$ cat config.mk
export PLATFORM = sky130hd
export DESIGN_NAME = tlpt_queue
export DESIGN_NICKNAME = d
export VERILOG_FILES = /design/src/rtl/tlpt_pkg.sv /design/src/rtl/tlpt_queue.sv
export SDC_FILE = /design/constraint.sdc
export NUM_CORES = 1
export LEC_CHECK = 0
export ABC_AREA = 1
export BUFFER_PORTS_ARGS = -buffer_cell sky130_fd_sc_hd__buf_2
export CORE_UTILIZATION = 40
export CTS_CLUSTER_DIAMETER = 30
export DETAILED_ROUTE_END_ITERATION = 16
export HOLD_SLACK_MARGIN = 0.08
export PLACE_DENSITY = 0.64
export SYNTH_ARGS = -nofsm -noshare
export SYNTH_HDL_FRONTEND = slang
export SYNTH_SLANG_ARGS = --single-unit
$ cat constraint.sdc
create_clock -name clk -period 4.8 [get_ports clk]
set_clock_uncertainty 0.1 [all_clocks]
set_input_delay 0.72 -clock clk [delete_from_list [all_inputs] [get_ports clk]]
set_output_delay 0.72 -clock clk [all_outputs]
set_load 0.01 [all_outputs]
$ cat src/rtl/tlpt_pkg.sv
// Shared constants, codes and the queued command type of the page table engine.
// Used by the front, queue, back and top RTL files; depends on nothing.
package tlpt_pkg;

    // Number of page tables in the pool.
    localparam int TABLE_SLOTS = 16;

    // Field widths of the address split and of the stores.
    localparam int IDX_W       = 10;
    localparam int OFF_W       = 12;
    localparam int FRAME_W     = 20;
    localparam int SLOT_W      = (TABLE_SLOTS > 1) ? $clog2(TABLE_SLOTS) : 1;
    localparam int DIR_W       = SLOT_W + 3;
    localparam int TAB_AW      = SLOT_W + IDX_W;
    localparam int CNT_W       = $clog2(TABLE_SLOTS + 1);
    localparam int DIR_ENTRIES = 1 << IDX_W;
    localparam int TAB_ENTRIES = TABLE_SLOTS * DIR_ENTRIES;

    // Command queue between the front and back parts.
    localparam int QUEUE_DEPTH = 2;
    localparam int QPTR_W      = (QUEUE_DEPTH > 1) ? $clog2(QUEUE_DEPTH) : 1;
    localparam int QCNT_W      = $clog2(QUEUE_DEPTH + 1);

    // Request actions as they arrive.
    localparam logic [1:0] ACT_MAP   = 2'd0;
    localparam logic [1:0] ACT_UNMAP = 2'd1;
    localparam logic [1:0] ACT_XLATE = 2'd2;
    localparam logic [1:0] ACT_FAULT = 2'd3;

    // Operations after classification.
    localparam logic [1:0] OP_MAP   = 2'd0;
    localparam logic [1:0] OP_UNMAP = 2'd1;
    localparam logic [1:0] OP_XLATE = 2'd2;
    localparam logic [1:0] OP_HALT  = 2'd3;

    // Result status codes.
    localparam logic [1:0] ST_DONE    = 2'd0;
    localparam logic [1:0] ST_ABSENT  = 2'd1;
    localparam logic [1:0] ST_NO_SLOT = 2'd2;
    localparam logic [1:0] ST_HALTED  = 2'd3;

    // Fault code bits.
    localparam int ERR_PROTECTION = 0;
    localparam int ERR_USER       = 2;
    localparam int ERR_RESERVED   = 3;

    // Entry flag bits.
    localparam int BIT_PRESENT = 0;
    localparam int BIT_USER    = 2;

    typedef struct packed {
        logic [1:0]       op;
        logic [IDX_W-1:0] dir_idx;
        logic [IDX_W-1:0] tab_idx;
        logic [OFF_W-1:0] offset;
        logic [31:0]      leaf;
        logic             user;
    } cmd_t;

endpackage

$ cat src/rtl/tlpt_queue.sv
// Short command queue between the front and back parts.
// Depends on tlpt_pkg for the command type and depth.
module tlpt_queue
    import tlpt_pkg::*;
(
    input  logic clk,
    input  logic rst_n,
    input  logic in_valid,
    output logic in_ready,
    input  cmd_t in_cmd,
    output logic out_valid,
    input  logic out_ready,
    output cmd_t out_cmd
);

    cmd_t              entry_reg [QUEUE_DEPTH];
    logic [QPTR_W-1:0] wr_ptr_reg;
    logic [QPTR_W-1:0] wr_ptr_next;
    logic [QPTR_W-1:0] rd_ptr_reg;
    logic [QPTR_W-1:0] rd_ptr_next;
    logic [QCNT_W-1:0] count_reg;
    logic [QCNT_W-1:0] count_next;
    logic              push;
    logic              pop;

    assign in_ready  = (count_reg != QCNT_W'(QUEUE_DEPTH));
    assign out_valid = (count_reg != '0);
    assign out_cmd   = entry_reg[rd_ptr_reg];
    assign push      = in_valid && in_ready;
    assign pop       = out_valid && out_ready;

    always_comb
    begin
        wr_ptr_next = wr_ptr_reg;
        rd_ptr_next = rd_ptr_reg;
        count_next  = count_reg;
        if (push)
        begin
            wr_ptr_next = (wr_ptr_reg == QPTR_W'(QUEUE_DEPTH - 1)) ? '0 : wr_ptr_reg + 1'b1;
        end
        if (pop)
        begin
            rd_ptr_next = (rd_ptr_reg == QPTR_W'(QUEUE_DEPTH - 1)) ? '0 : rd_ptr_reg + 1'b1;
        end
        if (push && !pop)
        begin
            count_next = count_reg + 1'b1;
        end
        else if (pop && !push)
        begin
            count_next = count_reg - 1'b1;
        end
    end

    always_ff @(posedge clk or negedge rst_n)
    begin
        if (!rst_n)
        begin
            wr_ptr_reg <= '0;
            rd_ptr_reg <= '0;
            count_reg  <= '0;
        end
        else
        begin
            wr_ptr_reg <= wr_ptr_next;
            rd_ptr_reg <= rd_ptr_next;
            count_reg  <= count_next;
        end
    end

    always_ff @(posedge clk)
    begin
        if (push)
        begin
            entry_reg[wr_ptr_reg] <= in_cmd;
        end
    end

endmodule

; ---- Yosys cells after proc, flatten, opt, wreduce, memory -nomap -nowiden
; Memories as Yosys holds them, arrays and structs flattened.
; Cells that the tools add are included.
[word_totals]
n_memories = 1
out_inout_bits = 69
input_bits = 71
register_bits = 4
elab_cells = 23
mem_bits_rw = 134
[mem_list]
columns = name, depth, word_bits, read_ports, rd_ports_with_merged_regs, write_ports, line
row1 = entry_reg, 2, 67, 1, 0, 1, tlpt_queue.sv:16  ; cmd_t entry_reg [QUEUE_DEPTH];
[op_classes]
n_eq_ne = 1
reduce_logical = 8
mux = 6
n_addsub = 4
[ops]
columns = op, count
row1 = logical AND 1 bit, 4
row2 = two-way mux 1 bit, 4
row3 = two-way mux 2 bit, 2
row4 = nonzero test 2 bit, 2
row5 = "adder 1 bit, second input constant", 2
row6 = "adder 2 x 1 -> 2 bit, second input constant", 1
row7 = logical NOT 1 bit, 2
row8 = "inequality test 2 bit, second input constant", 1
row9 = "subtractor 2 x 1 -> 2 bit, second input constant", 1

; ---- Longest topological paths before layout
[depth]
word_depth = 6
depth_mapped = 10
mapped_depth_nobuf = 10

; ---- Worst setup path before layout
; Ideal clock, no wire load.
[synth_path]
path_type = input to register
startpoint = input in_valid
endpoint = memory entry_reg[0][0] (netlist bit) (enable)
slack_ps = 578
path_buffers = 0
arrival_time_ps = 3630
cell_stages = 2
t_required_ps = 4208
setup_time_ps = 492
cell_sequence = nand2_1 nor2_1
[synth_between]
elab_chain_len = 3
[synth_lines]
columns = item, line
row1 = "start, declared", tlpt_queue.sv:8  ; input logic in_valid,
row2 = logical AND 1 bit, tlpt_queue.sv:29  ; assign push = in_valid && in_ready;
row3 = two-way mux 1 bit, tlpt_queue.sv:73  ; if (push)
row4 = two-way mux 1 bit (implied by the code), tlpt_queue.sv:75  ; entry_reg[wr_ptr_reg] <= in_cmd;
row5 = "end, declared", tlpt_queue.sv:16
; Every way passes these cells.

==> impl_summary.md <==
Route
Wire segments on met2 add up to 4652 µm in the final route. Summed over all nets, wire length on met3 after detailed routing comes to 927 µm. In this run, the number of DRC markers left after iteration 0 of detailed routing was 121. Using the TritonRoute via totals, the vias-per-cell ratio works out to 4.440. The number of remaining DRC errors is 0. The via total after detailed routing is 3148.

The iteration count of the initial detailed-routing pass is 6. For this block, wires on met1 add up to 3986 µm. The remaining antenna violation count is 0.

After detailed routing, no signal wire sits above met5. The average wire length per cell after detail routing is 13.67 µm. The wire length after detailed routing is 9691 µm.

Worst setup path
The kind of critical path is reg2out. The slack of the worst reg-to-reg path is 2.55 ns. The critical path goes through inv_2, buf_4, nand2_1, nand2_1, buf_2. The worst reg2reg path depth is 5.

The standard cell with the maximum stage delay on the critical path is sky130_fd_sc_hd__buf_4. Data arrives at the worst endpoint at 2.06 ns. STA classifies the critical path startpoint as a flip-flop. In this run the worst setup path begins at rd_ptr_reg. In this design, the stage delay of the slowest critical-path cell is 0.47 ns. In this run the critical register-to-register path is captured at entry_reg[1][54]. The number of buffers and inverters on the critical path is 3. The largest fanout on the critical path is 36. The gate family responsible for the most delay along the worst path is buffers and inverters. STA classifies the critical path endpoint as an output pin. At the worst endpoint, the required time is 3.98 ns.

The cell with the most instances on the worst path is sky130_fd_sc_hd__nand2_1. The startpoint identified for the worst register-to-register timing path is count_reg[0].

Layout
The post-route netlist has 31.98% of its cells at a drive strength greater than 1. The area added between synthesis and finish is 28.06%. The library cells used most frequently in the layout, excluding fill and tap cells, are 211 x sky130_fd_sc_hd__nand2_1, 139 x sky130_fd_sc_hd__buf_2, 134 x sky130_fd_sc_hd__edfxtp_1, 17 x sky130_fd_sc_hd__clkbuf_16, 6 x sky130_fd_sc_hd__inv_1.

The most frequent standard cell in the layout excluding fill and tap cells is sky130_fd_sc_hd__nand2_1. The final standard cell count with taps included and fillers excluded is 709. The number of flip-flops in the largest register is 134. After filler insertion, the fill cell instance count of the layout stands at 1048. The net count reported at finish is 600. Once layout is done, the placed cells without fillers occupy 6533 µm².

The number of antenna diodes in the final layout is 0.

Yosys
In the post-synthesis netlist, the biggest area contributors are sky130_fd_sc_hd__edfxtp_1 79%, sky130_fd_sc_hd__nand2_1 16%, sky130_fd_sc_hd__dfrtp_1 2.0%. The sequential-to-total area share from yosys stat is 80.84%. The mean post-synth cell area is 13.46 µm².

The synthesized netlist contains 14 unique library cells. The flip-flop and latch count after synthesis is 138. The post-synthesis instance area is 5101 µm². The post-synthesis net count is 451. The post-synthesis cell count is 379. The number of warnings printed during yosys synthesis is 0. The top-area cell type share of the netlist area is 78.88%.

The cell type with the largest total area after synthesis is sky130_fd_sc_hd__edfxtp_1.

Floorplan
The count of standard-cell rows is 40. For this design the top-level I/O count stands at 140. The width of the die is 114.9 µm. Once the floorplan was initialized, standard cells occupied 41.77% of the core. The die covers 13210 µm². The area of the placeable core is 12210 µm². From bottom edge to top edge, the die measures 114.9 µm.

Placed design
Summing all placed instances gives a cell area of 5956 µm². The cell total after placement is 676. The placed wire-length estimate is 6240 µm.

The number of buffers inserted by port buffering is 139. The final weighted congestion in routability-driven placement is 0.7046.

STA
The pin slew with the least headroom to its limit is 0.8993 ns. The count of final setup violators is 0. Setup repair after global routing left no endpoint under its margin. Of the available clock period, the critical path in the final layout requires 59.92%. The maximum clock frequency is 0.3477 GHz. The sum of negative setup slack is 0 ns.

The number of max-slew violations in the final report is 0. After layout, the minimum clock period comes to 2.876 ns. The worst-case hold slack is 0.3944 ns.

Measured against its own limit, the worst slew margin works out to 40.05%. The hold violation total from the final report is 0.

Global route
The wire length of the first global-routing pass is 15100 µm. The total global-route track usage is 15.89%. The via count of the first global-routing pass was 3194. The largest net degree at the start of global routing is 69.

The total global routing overflow is 0. The number of antenna violations at the first check in global routing came to 3.

Clock network
Gates resized during post-CTS repair numbered 0. The post-CTS setup buffer count is 0. The clock passes through at most 2 buffers. The clock latency of the later-clocked register in the worst-skew pair is 0.41 ns. Buffers inserted to repair hold after CTS numbered 1.

The total clock buffers created by CTS is 17. After clock tree synthesis, the clock-pin slew on the worst setup and hold paths is 0.05 ns. In this run the number of H-tree levels came out at 4. The tree is rooted in a sky130_fd_sc_hd__clkbuf_16. The clock drives 138 sinks. TritonCTS built the clock tree.

Power
The combinational group share of total power is 29.2%. The total design power is 4181 µW. Dividing total power by cell area gives a power density of 640.0 nW/µm². For this design the static power due to leakage is 0.002838 µW. The clock network fraction of total power is 29.7%. Internal power comes to 2852 µW. The worst IR drop on VDD is 0.4671 mV. Registers are responsible for 41.1% of the overall power. The switching power as a share of total power is 31.78%. Summed over all nets, the switching power comes to 1329 µW.

Worst hold path
The worst hold path belongs to the class in2reg. In this run the most critical hold path is launched from in_cmd[41]. Counting instances, the worst hold path has a depth of 1. For hold timing, the worst endpoint is entry_reg[1][41].

Job
Max-cap violations in this run came to 0.

Status
The run finished with clean final reports.
-- synthesized netlist by cell type (all sizes together) --
master  number
nand2      211
nand4        1
edfxtp     134
nand3        2
nor2         2
xor2         1
ha           1
xnor2        1
buf         15
inv          7
dfrtp        4
-- routing by layer --
metal  vias to the layer above  track usage, %
li1                       1577               -
met3                        15           8.118
met1                      1447           16.90
met4                         4           7.792
met5                         -               0
met2                       105           26.14
-- power by group through the flow --
stage	Combinational, µW	Sequential, µW	Clock (µW)
2_1_floorplan	778	1750	0
3_3_place_gp	1230	1730	0
3_5_place_dp	1250	1740	0
4_1_cts	1250	1720	1270
5_1_grt	1380	1740	1330
6_report	1220	1720	1240
-- area by class of cell --
cell class | instances | area [µm²] | share of cell area (%)
clock inverters | 12 | 130.1 | 1.992
flip-flops and latches | 138 | 4125 | 63.15
multi-input cells | 219 | 860.8 | 13.18
repair buffers | 145 | 743.2 | 11.38
well taps | 168 | 210.2 | 3.218
clock buffers | 20 | 436.7 | 6.685
inverters | 7 | 26.28 | 0.4022
-- worst reg2reg max path: cells and delay by family, from the launching register on --
| family | cells | cell delay (ns) |
|---|---|---|
| buffers and inverters | 2 | 0.52 |
| flip-flops | 1 | 0.38 |
| AND/OR/NAND/NOR | 3 | 0.92 |
-- metrics by stage --
| step | setup WS, ns | util (%) |
|---|---|---|
| 6_report | 1.924 | 53.49 |
| 5_1_grt | 1.702 | 53.49 |
| 4_1_cts | 1.872 | 53.49 |
| 3_5_place_dp | 2.247 | 48.77 |
| 3_3_place_gp | 2.281 | 48.77 |
| 2_1_floorplan | 0.5776 | - |
-- logic make-up after synthesis --
family,Yosys count,share of synthesized area (%)
buf+inv,22,2.575
flops,138,80.84
fa+ha+maj,1,0.2452
simple gates,216,15.99
xor+xnor,2,0.3435
-- worst max path at each step --
stage	end	slack (ns)	cells past startpoint
after global routing	out_cmd[23]	1.70	5
final	out_cmd[23]	1.92	5
after global placement	entry_reg[1][18]	2.28	4
after detailed placement	entry_reg[1][44]	2.25	4
after CTS	out_cmd[3]	1.87	5
after floorplan	entry_reg[0][0]	0.58	2
Note: power is estimated with default switching activity, not from simulation.
