$ cat src/rtl/tlpt_pkg.sv
// Shared constants, codes and the queued command type of the page table engine.
// Used by the front, queue, back and top RTL files; depends on nothing.
package tlpt_pkg;

    // Number of page tables in the pool.
    localparam int TABLE_SLOTS = 16;

    // Field widths of the address split and of the stores.
    localparam int IDX_W       = 10;
    localparam int OFF_W       = 12;
    localparam int FRAME_W     = 20;
    localparam int SLOT_W      = (TABLE_SLOTS > 1) ? $clog2(TABLE_SLOTS) : 1;
    localparam int DIR_W       = SLOT_W + 3;
    localparam int TAB_AW      = SLOT_W + IDX_W;
    localparam int CNT_W       = $clog2(TABLE_SLOTS + 1);
    localparam int DIR_ENTRIES = 1 << IDX_W;
    localparam int TAB_ENTRIES = TABLE_SLOTS * DIR_ENTRIES;

    // Command queue between the front and back parts.
    localparam int QUEUE_DEPTH = 2;
    localparam int QPTR_W      = (QUEUE_DEPTH > 1) ? $clog2(QUEUE_DEPTH) : 1;
    localparam int QCNT_W      = $clog2(QUEUE_DEPTH + 1);

    // Request actions as they arrive.
    localparam logic [1:0] ACT_MAP   = 2'd0;
    localparam logic [1:0] ACT_UNMAP = 2'd1;
    localparam logic [1:0] ACT_XLATE = 2'd2;
    localparam logic [1:0] ACT_FAULT = 2'd3;

    // Operations after classification.
    localparam logic [1:0] OP_MAP   = 2'd0;
    localparam logic [1:0] OP_UNMAP = 2'd1;
    localparam logic [1:0] OP_XLATE = 2'd2;
    localparam logic [1:0] OP_HALT  = 2'd3;

    // Result status codes.
    localparam logic [1:0] ST_DONE    = 2'd0;
    localparam logic [1:0] ST_ABSENT  = 2'd1;
    localparam logic [1:0] ST_NO_SLOT = 2'd2;
    localparam logic [1:0] ST_HALTED  = 2'd3;

    // Fault code bits.
    localparam int ERR_PROTECTION = 0;
    localparam int ERR_USER       = 2;
    localparam int ERR_RESERVED   = 3;

    // Entry flag bits.
    localparam int BIT_PRESENT = 0;
    localparam int BIT_USER    = 2;

    typedef struct packed {
        logic [1:0]       op;
        logic [IDX_W-1:0] dir_idx;
        logic [IDX_W-1:0] tab_idx;
        logic [OFF_W-1:0] offset;
        logic [31:0]      leaf;
        logic             user;
    } cmd_t;

endpackage

$ cat src/rtl/tlpt_if.sv
// Request and response channel interfaces of the page table engine.
// Standalone; carries valid, ready and the payload fields.
interface tlpt_req_if;
    logic        valid;
    logic        ready;
    logic [1:0]  action;
    logic [31:0] virtual_address;
    logic [31:0] physical_address;
    logic [11:0] map_flags;
    logic [3:0]  fault_code;
    logic [19:0] fault_frame;

    modport source (
        output valid, action, virtual_address, physical_address, map_flags,
               fault_code, fault_frame,
        input  ready
    );
    modport sink (
        input  valid, action, virtual_address, physical_address, map_flags,
               fault_code, fault_frame,
        output ready
    );
endinterface


$ cat src/rtl/tlpt_front.sv
// Front part: accepts requests, classifies them into queued commands.
// Depends on tlpt_pkg and the request interface.
module tlpt_front
    import tlpt_pkg::*;
(
    input  logic        clk,
    input  logic        rst_n,
    tlpt_req_if.sink    req,
    output logic        cmd_valid,
    input  logic        cmd_ready,
    output cmd_t        cmd
);

    logic valid_reg;
    logic valid_next;
    cmd_t cmd_reg;
    cmd_t cmd_next;
    logic accept;
    logic fault_bad;

    assign req.ready = !valid_reg || cmd_ready;
    assign accept    = req.valid && req.ready;
    assign cmd_valid = valid_reg;
    assign cmd       = cmd_reg;

    assign fault_bad = req.fault_code[ERR_PROTECTION] || req.fault_code[ERR_RESERVED]
                    || (req.fault_frame == '0);

    always_comb
    begin
        cmd_next.dir_idx = req.virtual_address[31:22];
        cmd_next.tab_idx = req.virtual_address[21:12];
        cmd_next.offset  = req.virtual_address[11:0];
        cmd_next.leaf    = {req.physical_address[31:12], req.map_flags[11:1], 1'b1};
        cmd_next.user    = req.map_flags[BIT_USER];
        unique case (req.action)
            ACT_MAP:   cmd_next.op = OP_MAP;
            ACT_UNMAP: cmd_next.op = OP_UNMAP;
            ACT_XLATE: cmd_next.op = OP_XLATE;
            ACT_FAULT:
            begin
                // A clean fault maps the page present and writable to the given frame.
                cmd_next.op   = fault_bad ? OP_HALT : OP_MAP;
                cmd_next.leaf = {req.fault_frame, 9'd0, req.fault_code[ERR_USER], 2'b11};
                cmd_next.user = req.fault_code[ERR_USER];
            end
            default:   cmd_next.op = OP_HALT;
        endcase
    end

    always_comb
    begin
        valid_next = valid_reg;
        if (accept)
        begin
            valid_next = 1'b1;
        end
        else if (cmd_ready)
        begin
            valid_next = 1'b0;
        end
    end

    always_ff @(posedge clk or negedge rst_n)
    begin
        if (!rst_n)
        begin
            valid_reg <= 1'b0;
        end
        else
        begin
            valid_reg <= valid_next;
        end
    end

    always_ff @(posedge clk)
    begin
        if (accept)
        begin
            cmd_reg <= cmd_next;
        end
    end

endmodule

$ cat src/flat_wrapper.sv
// flat-port wrapper written by rule: the top's interface ports become plain ports
module tlpt_front_flat import tlpt_pkg::*;
  (clk, rst_n, cmd_valid, cmd_ready, cmd, req_valid, req_action, req_virtual_address, req_physical_address, req_map_flags, req_fault_code, req_fault_frame, req_ready);
  tlpt_req_if req_i ();
  input  logic clk;
  input  logic rst_n;
  output logic cmd_valid;
  input  logic cmd_ready;
  output cmd_t cmd;
  input wire logic [$bits(req_i.valid)-1:0] req_valid;
  input wire logic [$bits(req_i.action)-1:0] req_action;
  input wire logic [$bits(req_i.virtual_address)-1:0] req_virtual_address;
  input wire logic [$bits(req_i.physical_address)-1:0] req_physical_address;
  input wire logic [$bits(req_i.map_flags)-1:0] req_map_flags;
  input wire logic [$bits(req_i.fault_code)-1:0] req_fault_code;
  input wire logic [$bits(req_i.fault_frame)-1:0] req_fault_frame;
  output wire logic [$bits(req_i.ready)-1:0] req_ready;
  assign req_i.valid = req_valid;
  assign req_i.action = req_action;
  assign req_i.virtual_address = req_virtual_address;
  assign req_i.physical_address = req_physical_address;
  assign req_i.map_flags = req_map_flags;
  assign req_i.fault_code = req_fault_code;
  assign req_i.fault_frame = req_fault_frame;
  assign req_ready = req_i.ready;
  tlpt_front u_core (.clk(clk), .rst_n(rst_n), .req(req_i), .cmd_valid(cmd_valid), .cmd_ready(cmd_ready), .cmd(cmd));
endmodule
$ cat config.mk
export PLATFORM = sky130hd
export DESIGN_NAME = tlpt_front_flat
export DESIGN_NICKNAME = d
export VERILOG_FILES = /design/src/rtl/tlpt_pkg.sv /design/src/rtl/tlpt_if.sv /design/src/rtl/tlpt_front.sv /design/src/flat_wrapper.sv
export SDC_FILE = /design/constraint.sdc
export NUM_CORES = 1
export LEC_CHECK = 0
export BUFFER_PORTS_ARGS = -buffer_cell sky130_fd_sc_hd__buf_4
export CORE_MARGIN = 1.5
export CORE_UTILIZATION = 36
export CTS_CLUSTER_SIZE = 8
export DETAILED_ROUTE_END_ITERATION = 6
export PLACE_DENSITY = 0.74
export SYNTH_ARGS = -nofsm -noshare
export SYNTH_HDL_FRONTEND = slang
export SYNTH_SLANG_ARGS = --single-unit
$ cat constraint.sdc
create_clock -name clk -period 2.5 [get_ports clk]
set_input_delay 0.25 -clock clk [delete_from_list [all_inputs] [get_ports clk]]
set_output_delay 0.25 -clock clk [all_outputs]
set_load 0.01 [all_outputs]
* Yosys cells after proc, flatten, opt, wreduce, memory -nomap -nowiden
Index checks and enable logic that the tools add are counted.
** Word-level totals
- Output and inout port bits :: 69
- Word-level logic and storage cells :: 24
- Register bits after elaboration :: 68
- Bits of input ports :: 106
** Cells by class
- Reduce and logical (&&, ||, !) cells :: 8
- Muxes and demuxes :: 5
- Equal/unequal tests :: 3
** Operator list (count)
- $mux 33 :: 1
- $logic_not 20->1 :: 1
- $pmux 2 s4 :: 1
- $eq 2x2->1 const B :: 2
- $logic_or 1x1->1 :: 3
- $eq 2x1->1 const B :: 1
- $logic_not 2->1 :: 1
- $mux 1 :: 2
- $mux 2 :: 1
- $reduce_bool 2->1 :: 1
- $logic_and 1x1->1 :: 1
- $logic_not 1->1 :: 1

* Logic depth before layout (Yosys ltp)
Gate-level depths: netlist of the first run.
- Word-level depth :: 4
- Gate-level depth with buffers :: 3
- Gate-level depth less buffers :: 3

* Least setup slack after synthesis of the first run
Ideal clock, no wire load.
- Path kind :: register -> register
- Start point :: register u_core.valid_reg (netlist: u_core.cmd_valid)
- End point :: register u_core.cmd_reg, in the netlist u_core.cmd[10] (enable)
- Path buffers :: 0
- Stages on the path, launching flop included :: 3
- Arrival :: 2.130 ns
- Setup slack :: -0.060 ns
- Library setup time :: 0.430 ns
- Period minus slack after synthesis :: 2.560 ns
- Required time :: 2.070 ns
- Path through :: dfrtp_1 -> nand2b_1 -> and2_1
** On the way
- Word-level cells in the longest chain between the ends :: 3
** Ends and longest elaborated chain
- start, declared :: RTL line tlpt_front.sv:14 : logic valid_reg;
- start signal, assigned :: RTL line tlpt_front.sv:72 : valid_reg <= valid_next;
- $logic_not 1->1 :: RTL line tlpt_front.sv:21 : assign req.ready = !valid_reg || cmd_ready;
- $logic_or 1x1->1 :: RTL line tlpt_front.sv:21
- via req_ready :: RTL line flat_wrapper.sv:17 : output wire logic [$bits(req_i.ready)-1:0] req_ready;
- $logic_and 1x1->1 :: RTL line tlpt_front.sv:22 : assign accept = req.valid && req.ready;
- via u_core.accept :: RTL line tlpt_front.sv:18 : logic accept;
- end signal, assigned :: RTL line tlpt_front.sv:80 : cmd_reg <= cmd_next;
- end, declared :: RTL line tlpt_front.sv:16 : cmd_t cmd_reg;
The timed path passes the listed nets, and every way through them passes these cells.
A chain may end at the register's enable or synchronous reset.

* Worst setup path after layout of the first run
- Start point :: register u_core.valid_reg (netlist: u_core.cmd_valid)
- End point :: register u_core.cmd_reg, in the netlist u_core.cmd[15] (enable)
** On the way
- Word-level cells in the longest chain between the ends :: 3
** Ends and longest elaborated chain (RTL line)
- $logic_not 1->1 :: tlpt_front.sv:21
- $logic_or 1x1->1 :: tlpt_front.sv:21
- $logic_and 1x1->1 :: tlpt_front.sv:22
- via u_core.accept :: tlpt_front.sv:18
The timed path passes the listed nets, and every way through them passes these cells.

==> flow_metrics.env, run 1 <==
export IMPL_power_switching_mw=0.5620
export IMPL_clock_skew_ps=6.396
export IMPL_failed_checks="design-rule violations"
export IMPL_synth_top_family_by_area="multiplexers"
export IMPL_synth_area_leaders="edfxtp_1 81%, mux2_2 9.8%, and2_1 2.6%"
export IMPL_seq_area_frac_synth=0.8187
export IMPL_power_frac_comb=0.123
export IMPL_final_antenna_net_count=0
export IMPL_place_congestion=0.7432
export IMPL_drcViolationCount=15
export IMPL_seq_power_share=0.482
export IMPL_worstSkewPairLatency_ps=330
export IMPL_cp_cell_sequence="nand2b_1, and2_2, buf_12"
export IMPL_final_hold_violation_count=0
export IMPL_grt_busiest_layer="met2"
export IMPL_synth_area_leader_cell="edfxtp_1"
export IMPL_pre_cts_ws_ps=872.6
export IMPL_p_clk_frac=0.395
export IMPL_final_nets=394
export IMPL_post_route_min_period_ps=1645
export IMPL_post_route_period_util=0.6582
export IMPL_vias_per_cell=4.597
export IMPL_synth_fa_ha_area_frac=0
export IMPL_yosys_register_bits=66
export IMPL_design_core_area_um2=6422
export IMPL_wl_per_cell_um=15.96
export IMPL_groute_usage_overall=0.1644
export IMPL_grt_pass1_wl_um=8700
export IMPL_ios=175
export IMPL_cp_data_arrival_time_ps=1660
export IMPL_max_stage_delay_ps=470
export IMPL_largest_register_ffs=65
export IMPL_postSynthCellCount=119
export IMPL_holdWs_ps=85.28
export IMPL_ys_types=17
export IMPL_dr_first_iter_drc_count=90
export IMPL_netlist_area_um2=2415
export IMPL_critPathSlowestCell="and2_2"
export IMPL_synth_mux_area_fraction=0.09793
export IMPL_synth_compound_area_share=0.01347
export IMPL_num_rows=29
export IMPL_synthesis_nets=225
export IMPL_max_freq_mhz=607.7
export IMPL_cts_tree="built"
export IMPL_ir_worst_vdd_v=0.0002994
export IMPL_antennaDiodeCount=0
export IMPL_crit_path_start_kind="register"
export IMPL_io_buffers=159
export IMPL_grt_max_degree=48
export IMPL_cp_required_ps=2520
export IMPL_final_common_cell="buf_4"
export IMPL_fin_ws_ps=854.6
export IMPL_first_pass_iters=6
export IMPL_clk_pin_slew_ps=80
export IMPL_sw_frac_of_total=0.2064
export IMPL_synthToLayoutAreaGrowth_pct=64.09
export IMPL_grt_overflow=0
export IMPL_crit_path_end_kind="register"
export IMPL_rsz0062_at_grt="no"
export IMPL_powerDensity_nw_per_um2=687.3
export IMPL_grt_pass1_vias=1743
export IMPL_synth_simple_gate_area_frac=0.05648
export IMPL_drive_gt1_frac=0.6826
export IMPL_path_buf_inv=1
export IMPL_die_w_um=84.90
export IMPL_final_setup_tns_ps=0
export IMPL_synthXorXnorAreaFrac=0
export IMPL_grt_util_met3=0.05447
export IMPL_start_util=0.3760
export IMPL_final_cell_mix="161 x buf_4, 65 x edfxtp_1, 21 x mux2_2, 9 x and2_1, 9 x clkbuf_8"
export IMPL_drv_cap=0
export IMPL_setup_violations=0
export IMPL_cts_buffers_inserted=9
export IMPL_root_buffer="clkbuf_8"
export IMPL_leakagePower_nw=1.688
export IMPL_wl_um=5906
export IMPL_outcome="finished with violations"
export IMPL_dieArea_um2=7208
export IMPL_critPathKind="reg -> reg"
export IMPL_p_int_mw=2.162
export IMPL_ys_warn_count=0
export IMPL_final_util=0.6170
export IMPL_grt_use_met1=0.1721
export IMPL_die_y_um=84.90
export IMPL_netlist_area_leader_share=0.8083
export IMPL_htree_levels=3
export IMPL_clk_path_buf_depth=2
export IMPL_grt_use_met2=0.2873
export IMPL_via_count=1701
export IMPL_hold_class="in -> reg"
export IMPL_cp_max_fo=47
export IMPL_grt_antenna_before_repair=0
export IMPL_cp_top_family="simple AND/OR/NAND/NOR gates"
export IMPL_cts_sinks=66
export IMPL_slew_viol_final=0
export IMPL_avgSynthCellArea_um2=20.29
## per-layer routing
layer | vias to the layer above | wire, µm
met3 | 10 | 645
met1 | 785 | 2062
li1 | 801 | -
met4 | 0 | 135
met2 | 105 | 3063
met5 | - | 0
## area by class of cell
cell class                 count  area (µm²)
tap                           77       96.34
fill                         489        2460
sequential                    66        1977
clock inverter                 7       116.4
timing repair buffer         163        1239
clock buffer                   9       123.9
multi-input combinational     48       410.4
## power groups by stage
stage          registers, mW  logic [mW]  clock network [mW]
4_1_cts                 1.31       0.338                1.11
2_1_floorplan           1.37      0.0726                   0
3_3_place_gp            1.34       0.331                   0
6_report                1.31       0.334                1.08
3_5_place_dp            1.34       0.336                   0
5_1_grt                 1.32       0.358                1.14
## path summary, 6_finish.rpt
kind,from,end,slack (ps),depth (start not counted)
setup / recovery,u_core.cmd_valid,u_core.cmd[15],850,3
hold / removal,req_virtual_address[14],u_core.cmd[47],90,1
setup reg to reg,u_core.cmd_valid,u_core.cmd[15],850,3
hold reg to reg,u_core.cmd_valid,u_core.cmd_valid,560,2
max in group asynchronous,rst_n,u_core.cmd_valid,2210,2
min in group asynchronous,rst_n,u_core.cmd_valid,210,2
## worst register-to-register path, stage by stage, from the launching register on
cell	delay (ps)
dfrtp_1	400
nand2b_1	110
and2_2	470
buf_12	320
## synth_stat cells (all sizes together)
cell / instances
nor2: 2
conb: 1
nor4: 3
and3: 1
a31o: 2
mux2: 21
or4: 2
clkbuf: 1
nand2: 1
dfrtp: 1
nand2b: 3
and2: 10
a21boi: 2
edfxtp: 65
buf: 4
## cells by family (layout without fill, tap and decap cells)
| logic type | Yosys count | count (layout) |
|---|---|---|
| AND/OR/NAND/NOR | 22 | 22 |
| AO/OA/AOI/OAI | 4 | 4 |
| multiplexers | 21 | 21 |
| buffers and inverters | 5 | 179 |
| other | 1 | 1 |
| flip-flops | 66 | 66 |
## metrics by stage
| step | instances | total power [mW] | area, µm² |
|---|---|---|---|
| 6_report | 370 | 2.724 | 3963 |
| 5_1_grt | 370 | 2.821 | 3963 |
| 4_1_cts | 370 | 2.760 | 3963 |
| 3_5_place_dp | 353 | 1.675 | 3712 |
| 3_3_place_gp | 353 | 1.667 | 3712 |
| 2_1_floorplan | 119 | 1.446 | 2416 |
## repair_timing
item                                   CTS  global route
buffers inserted                         0             0
hold buffers                             1             0
gates resized for setup                  0             0
endpoints found under the hold margin    1             0
No activity file was read; power rests on OpenSTA's default activity.
==> inputs of run 2 (changes only) <==
Clock period 2.5 ns to 1.4 ns, I/O delays scaled along.
==> run 2 against run 1 <==
Effect of this change: the run still ends with design-rule violations left; die area stayed put; hold slack worse by 19 ps; design area is 9.1% higher; critical endpoint is now u_core.cmd[56]; clock-buffer cell count is 1 higher; global-route usage is 4.2 points higher; combinational power is 110% higher; largest cell class unchanged; highest routed layer unchanged; critical path type unchanged; total power is 84% higher.
==> flow_metrics.env, run 2 (same netlist as run 1, synthesis figures left out) <==
export IMPL_outcome="finished with violations"
export IMPL_dp_hpwl_um=4765
export IMPL_htree_levels=3
export IMPL_p_clk_frac=0.390
export IMPL_critPathKind="reg -> reg"
export IMPL_drcViolationCount=15
export IMPL_die_y_um=84.90
export IMPL_final_hold_violation_count=0
export IMPL_timing_rr_start="u_core.cmd_valid"
export IMPL_final_setup_tns_ps=0
export IMPL_cp_data_arrival_time_ps=1260
export IMPL_die_w_um=84.90
export IMPL_startpoint="u_core.cmd_valid"
export IMPL_final_nets=429
export IMPL_grt_max_degree=38
export IMPL_final_util=0.6733
export IMPL_dr_first_iter_drc_count=123
export IMPL_clk_pin_slew_ps=80
export IMPL_io_buffers=159
export IMPL_synthToLayoutAreaGrowth_pct=79.07
export IMPL_slew_viol_final=0
export IMPL_crit_path_end_kind="register"
export IMPL_cts_sinks=66
export IMPL_wl_per_cell_um=17.93
export IMPL_cts_resized=0
export IMPL_pre_cts_ws_ps=158.4
export IMPL_num_rows=29
export IMPL_p_int_mw=3.939
export IMPL_crit_path_start_kind="register"
export IMPL_hold_path_startpoint="req_map_flags[1]"
export IMPL_post_route_period_util=0.8826
export IMPL_grt_pass1_wl_um=10880
export IMPL_rr_worst_depth=3
export IMPL_ir_worst_vdd_v=0.0005640
export IMPL_hold_class="in -> reg"
export IMPL_grt_antenna_before_repair=0
export IMPL_cp_required_ps=1430
export IMPL_drv_cap=0
export IMPL_final_antenna_net_count=0
export IMPL_n_fill_cell=453
export IMPL_vias_per_cell=4.701
export IMPL_drive_gt1_frac=0.6159
export IMPL_final_cell_mix="162 x buf_4, 65 x edfxtp_1, 34 x dlygate4sd3_1, 21 x mux2_2"
export IMPL_seq_power_share=0.470
export IMPL_place_congestion=0.7810
export IMPL_first_pass_iters=6
export IMPL_rsz0062_at_grt="no"
export IMPL_max_freq_mhz=809.3
export IMPL_leakagePower_nw=1.836
export IMPL_wl_um=7260
export IMPL_groute_usage_overall=0.2066
export IMPL_root_buffer="clkbuf_8"
export IMPL_failed_checks="design-rule violations"
export IMPL_critPathCapture="u_core.cmd[56]"
export IMPL_antennaDiodeCount=0
export IMPL_via_count=1904
export IMPL_hold_depth=2
export IMPL_powerDensity_nw_per_um2=1158
export IMPL_cts_buffers_inserted=9
export IMPL_power_switching_mw=1.070
export IMPL_worstSkewPairLatency_ps=330
export IMPL_start_util=0.3760
export IMPL_cts_tree="built"
export IMPL_grt_overflow=0
export IMPL_design_core_area_um2=6422
export IMPL_reg2reg_to="u_core.cmd[56]"
export IMPL_clock_skew_ps=7.024
export IMPL_fin_ws_ps=164.3
export IMPL_multi_input_area_um2=411.6
export IMPL_dieArea_um2=7208
export IMPL_sw_frac_of_total=0.2136
export IMPL_grt_pass1_vias=2058
export IMPL_ios=175
export IMPL_setup_violations=0
export IMPL_ff2ff_setup_slack_ps=160
export IMPL_total_power_mw=5.009
export IMPL_regArea_um2=1977
export IMPL_final_common_cell="buf_4"
export IMPL_cp_max_fo=37
export IMPL_largest_register_ffs=65
export IMPL_clk_path_buf_depth=2
export IMPL_post_route_min_period_ps=1236
export IMPL_power_frac_comb=0.140
## run 2: how the worst min path moves through the flow
stage                     slack [ps]          endpoint
after floorplan                 -160  u_core.cmd_valid
after global placement           -80  u_core.cmd_valid
after detailed placement         -80  u_core.cmd_valid
after CTS                         50     u_core.cmd[2]
after global routing              60     u_core.cmd[2]
final                             70     u_core.cmd[2]
## run 2: what timing repair did
item,CTS,global route
buffers inserted,0,0
hold endpoints to repair,34,0
hold buffers,34,0
## run 2: power groups by stage
stage,registers [mW],clock network (mW),logic (mW)
floorplan,2.45,0,0.131
global placement,2.38,0,0.600
detailed placement,2.39,0,0.616
CTS,2.35,1.99,0.699
global route,2.36,2.07,0.746
finish,2.35,1.95,0.702
## run 2: layout make-up
cell class                 count  share of cell area
multi-input combinational     48             0.09520
clock buffer                  10             0.02951
sequential                    66              0.4572
clock inverter                 6             0.02662
tap                           77             0.02228
timing repair buffer         198              0.3692
## run 2: critical path, cell delays in order, from the launching register on
cell and delay (ps):
dfrtp_1 390, nand2b_1 120, and2_4 190, buf_12 220
## run 2: metrics by stage
step	cells	instance area [µm²]	hold WS, ps
floorplan	119	2417	-155.6
global placement	355	3741	-84.68
detailed placement	355	3741	-79.96
CTS	405	4324	48.37
global route	405	4324	56.59
finish	405	4324	66.13
## run 2: metal layers
layer / track usage / share of wire / up-vias
li1: - / - / 869
met1: 0.2285 / 0.36 / 916
met2: 0.3644 / 0.53 / 108
met3: 0.06809 / 0.094 / 11
met4: 0.08942 / 0.018 / 0
met5: 0 / 0 / -
==> inputs of run 3 (changes only) <==
Settings changed: BUFFER_PORTS_ARGS -buffer_cell sky130_fd_sc_hd__buf_4 to default, CORE_UTILIZATION 36 to 40, DONT_BUFFER_PORTS from default to 1, GPL_TIMING_DRIVEN from default to 0, PLACE_DENSITY 0.74 to 0.53.
Clock period 1.4 ns to 1.3 ns, I/O delays scaled along.
==> run 3 against run 2 <==
Effect of this change: the run now ends clean; clock-buffer cell count is 1 higher; sequential share of layout area increased by 13 points; global-route usage is 4.4 points lower; combinational power down 51%; clock skew fell by 3.6 ps; utilization shrank 10 points; register-to-register slack worse by 96 ps; first-iteration DRC count shrank 58%; final cell count down 32%; largest power group unchanged; highest routed layer unchanged.
==> flow_metrics.env, run 3 (same netlist as run 1, synthesis figures left out) <==
export IMPL_design_core_area_um2=5886
export IMPL_cp_max_fo=16
export IMPL_drcViolationCount=0
export IMPL_cp_data_arrival_time_ps=1250
export IMPL_dp_hpwl_um=3411
export IMPL_max_freq_mhz=811.7
export IMPL_synthToLayoutAreaGrowth_pct=38.76
export IMPL_cp_required_ps=1320
export IMPL_drv_cap=0
export IMPL_vias_per_cell=4.960
export IMPL_worstSkewPairLatency_ps=330
export IMPL_final_nets=301
export IMPL_largest_register_ffs=65
export IMPL_clk_path_buf_depth=2
export IMPL_place_congestion=0.6776
export IMPL_rsz0062_at_grt="no"
export IMPL_clk_pin_slew_ps=70
export IMPL_final_cell_mix="65 x edfxtp_1, 61 x dlygate4sd3_1, 21 x mux2_2, 9 x and2_1, 9 x clkbuf_8"
export IMPL_rr_worst_depth=2
export IMPL_io_buffers=0
export IMPL_grt_pass1_vias=1351
export IMPL_crit_path_end_kind="register"
export IMPL_drive_gt1_frac=0.2300
export IMPL_critPathCapture="u_core.cmd[18]"
export IMPL_die_y_um=80.70
export IMPL_reg2reg_to="u_core.cmd[18]"
export IMPL_critPathKind="reg -> reg"
export IMPL_startpoint="u_core.cmd_valid"
export IMPL_final_hold_violation_count=0
export IMPL_grt_antenna_before_repair=0
export IMPL_dieArea_um2=6512
export IMPL_htree_levels=3
export IMPL_cts_buffers_inserted=9
export IMPL_num_rows=28
export IMPL_dpl_cell_area_um2=2511
export IMPL_grt_pass1_wl_um=7327
export IMPL_first_pass_iters=3
export IMPL_start_util=0.4103
export IMPL_fin_area_um2=3351
export IMPL_grt_overflow=0
export IMPL_timing_rr_start="u_core.cmd_valid"
export IMPL_ff2ff_setup_slack_ps=70
export IMPL_post_route_min_period_ps=1232
export IMPL_wl_um=5614
export IMPL_fin_ws_ps=67.99
export IMPL_slew_viol_final=0
export IMPL_via_count=1364
export IMPL_antennaDiodeCount=0
export IMPL_die_w_um=80.70
export IMPL_total_power_mw=4.585
export IMPL_grt_max_degree=17
export IMPL_cts_sinks=66
export IMPL_groute_usage_overall=0.1631
export IMPL_leakagePower_nw=1.166
export IMPL_dr_first_iter_drc_count=52
export IMPL_crit_path_start_kind="register"
export IMPL_final_setup_tns_ps=0
export IMPL_post_route_period_util=0.9477
export IMPL_setup_violations=0
export IMPL_cts_setup_buffers=0
export IMPL_root_buffer="clkbuf_8"
export IMPL_final_common_cell="edfxtp_1"
export IMPL_n_fill_cell=475
export IMPL_cts_tree="built"
export IMPL_pre_cts_ws_ps=-428.7
export IMPL_hold_class="in -> reg"
export IMPL_outcome="finished clean"
export IMPL_clock_skew_ps=3.454
export IMPL_wl_per_cell_um=20.41
export IMPL_final_antenna_net_count=0
export IMPL_ios=175
export IMPL_ir_worst_vdd_v=0.0007229
export IMPL_powerDensity_nw_per_um2=1368
run 3: changes by cell type in the layout (fill, tap and decap cells not counted), sizes merged:
cell	before	now
and2	10	14
bufinv	3	1
clkinvlp	1	2
dlygate4sd3	34	61
buf	164	4
clkbuf	10	12
run 3: how the worst min path moves through the flow:
| stage | from | endpoint | slack, ps | cells after the start |
|---|---|---|---|---|
| floorplan | rst_n | u_core.cmd_valid | -170 | 0 |
| global placement | rst_n | u_core.cmd_valid | -170 | 0 |
| detailed placement | rst_n | u_core.cmd_valid | -170 | 0 |
| CTS | req_map_flags[3] | u_core.cmd[4] | 2 | 1 |
| global route | req_fault_frame[1] | u_core.cmd[14] | 0.6 | 1 |
| finish | req_map_flags[8] | u_core.cmd[9] | 9 | 1 |
run 3: cell type report:
type	count	area, µm²	share of cell area
sequential	66	1977	0.5900
buffer	5	28.78	0.008589
clock buffer	11	131.4	0.03921
timing repair buffer	61	610.6	0.1822
tap	75	93.84	0.02801
multi-input combinational	52	454.2	0.1355
clock inverter	5	55.05	0.01643
run 3: per-stage QoR:
stage / cells / utilization / hold WS, ps
after floorplan: 119 / - / -165.6
after global placement: 194 / 0.4267 / -165.6
after detailed placement: 194 / 0.4267 / -165.6
after CTS: 258 / 0.5404 / 1.829
after global routing: 275 / 0.5693 / 0.6248
final: 275 / 0.5693 / 9.255
run 3: critical path: stages, from the launching register on:
cell	delay [ps]
dfrtp_1	440
nand2b_4	170
and2_4	310
run 3: metal layers:
metal | vias up | global-route usage | wire, µm
met1 | 641 | 0.1794 | 2142
met5 | - | 0 | 0
met3 | 9 | 0.06818 | 464
li1 | 614 | - | -
met2 | 100 | 0.2756 | 2928
met4 | 0 | 0.07241 | 79
run 3: timing repair:
action | CTS | global route
endpoints found under the setup margin | 65 | 0
endpoints found under the hold margin | 43 | 9
hold buffers | 44 | 17
resized for setup | 6 | 0
run 3: where the power goes:
| group | switching, mW | leakage, nW | internal, mW | total [mW] |
|---|---|---|---|---|
| registers | 0.113 | 0.631 | 2.50 | 2.62 |
| logic | 0.132 | 0.446 | 0.210 | 0.342 |
| clock network | 0.747 | 0.0893 | 0.880 | 1.63 |
| total | 0.993 | 1.17 | 3.59 | 4.58 |
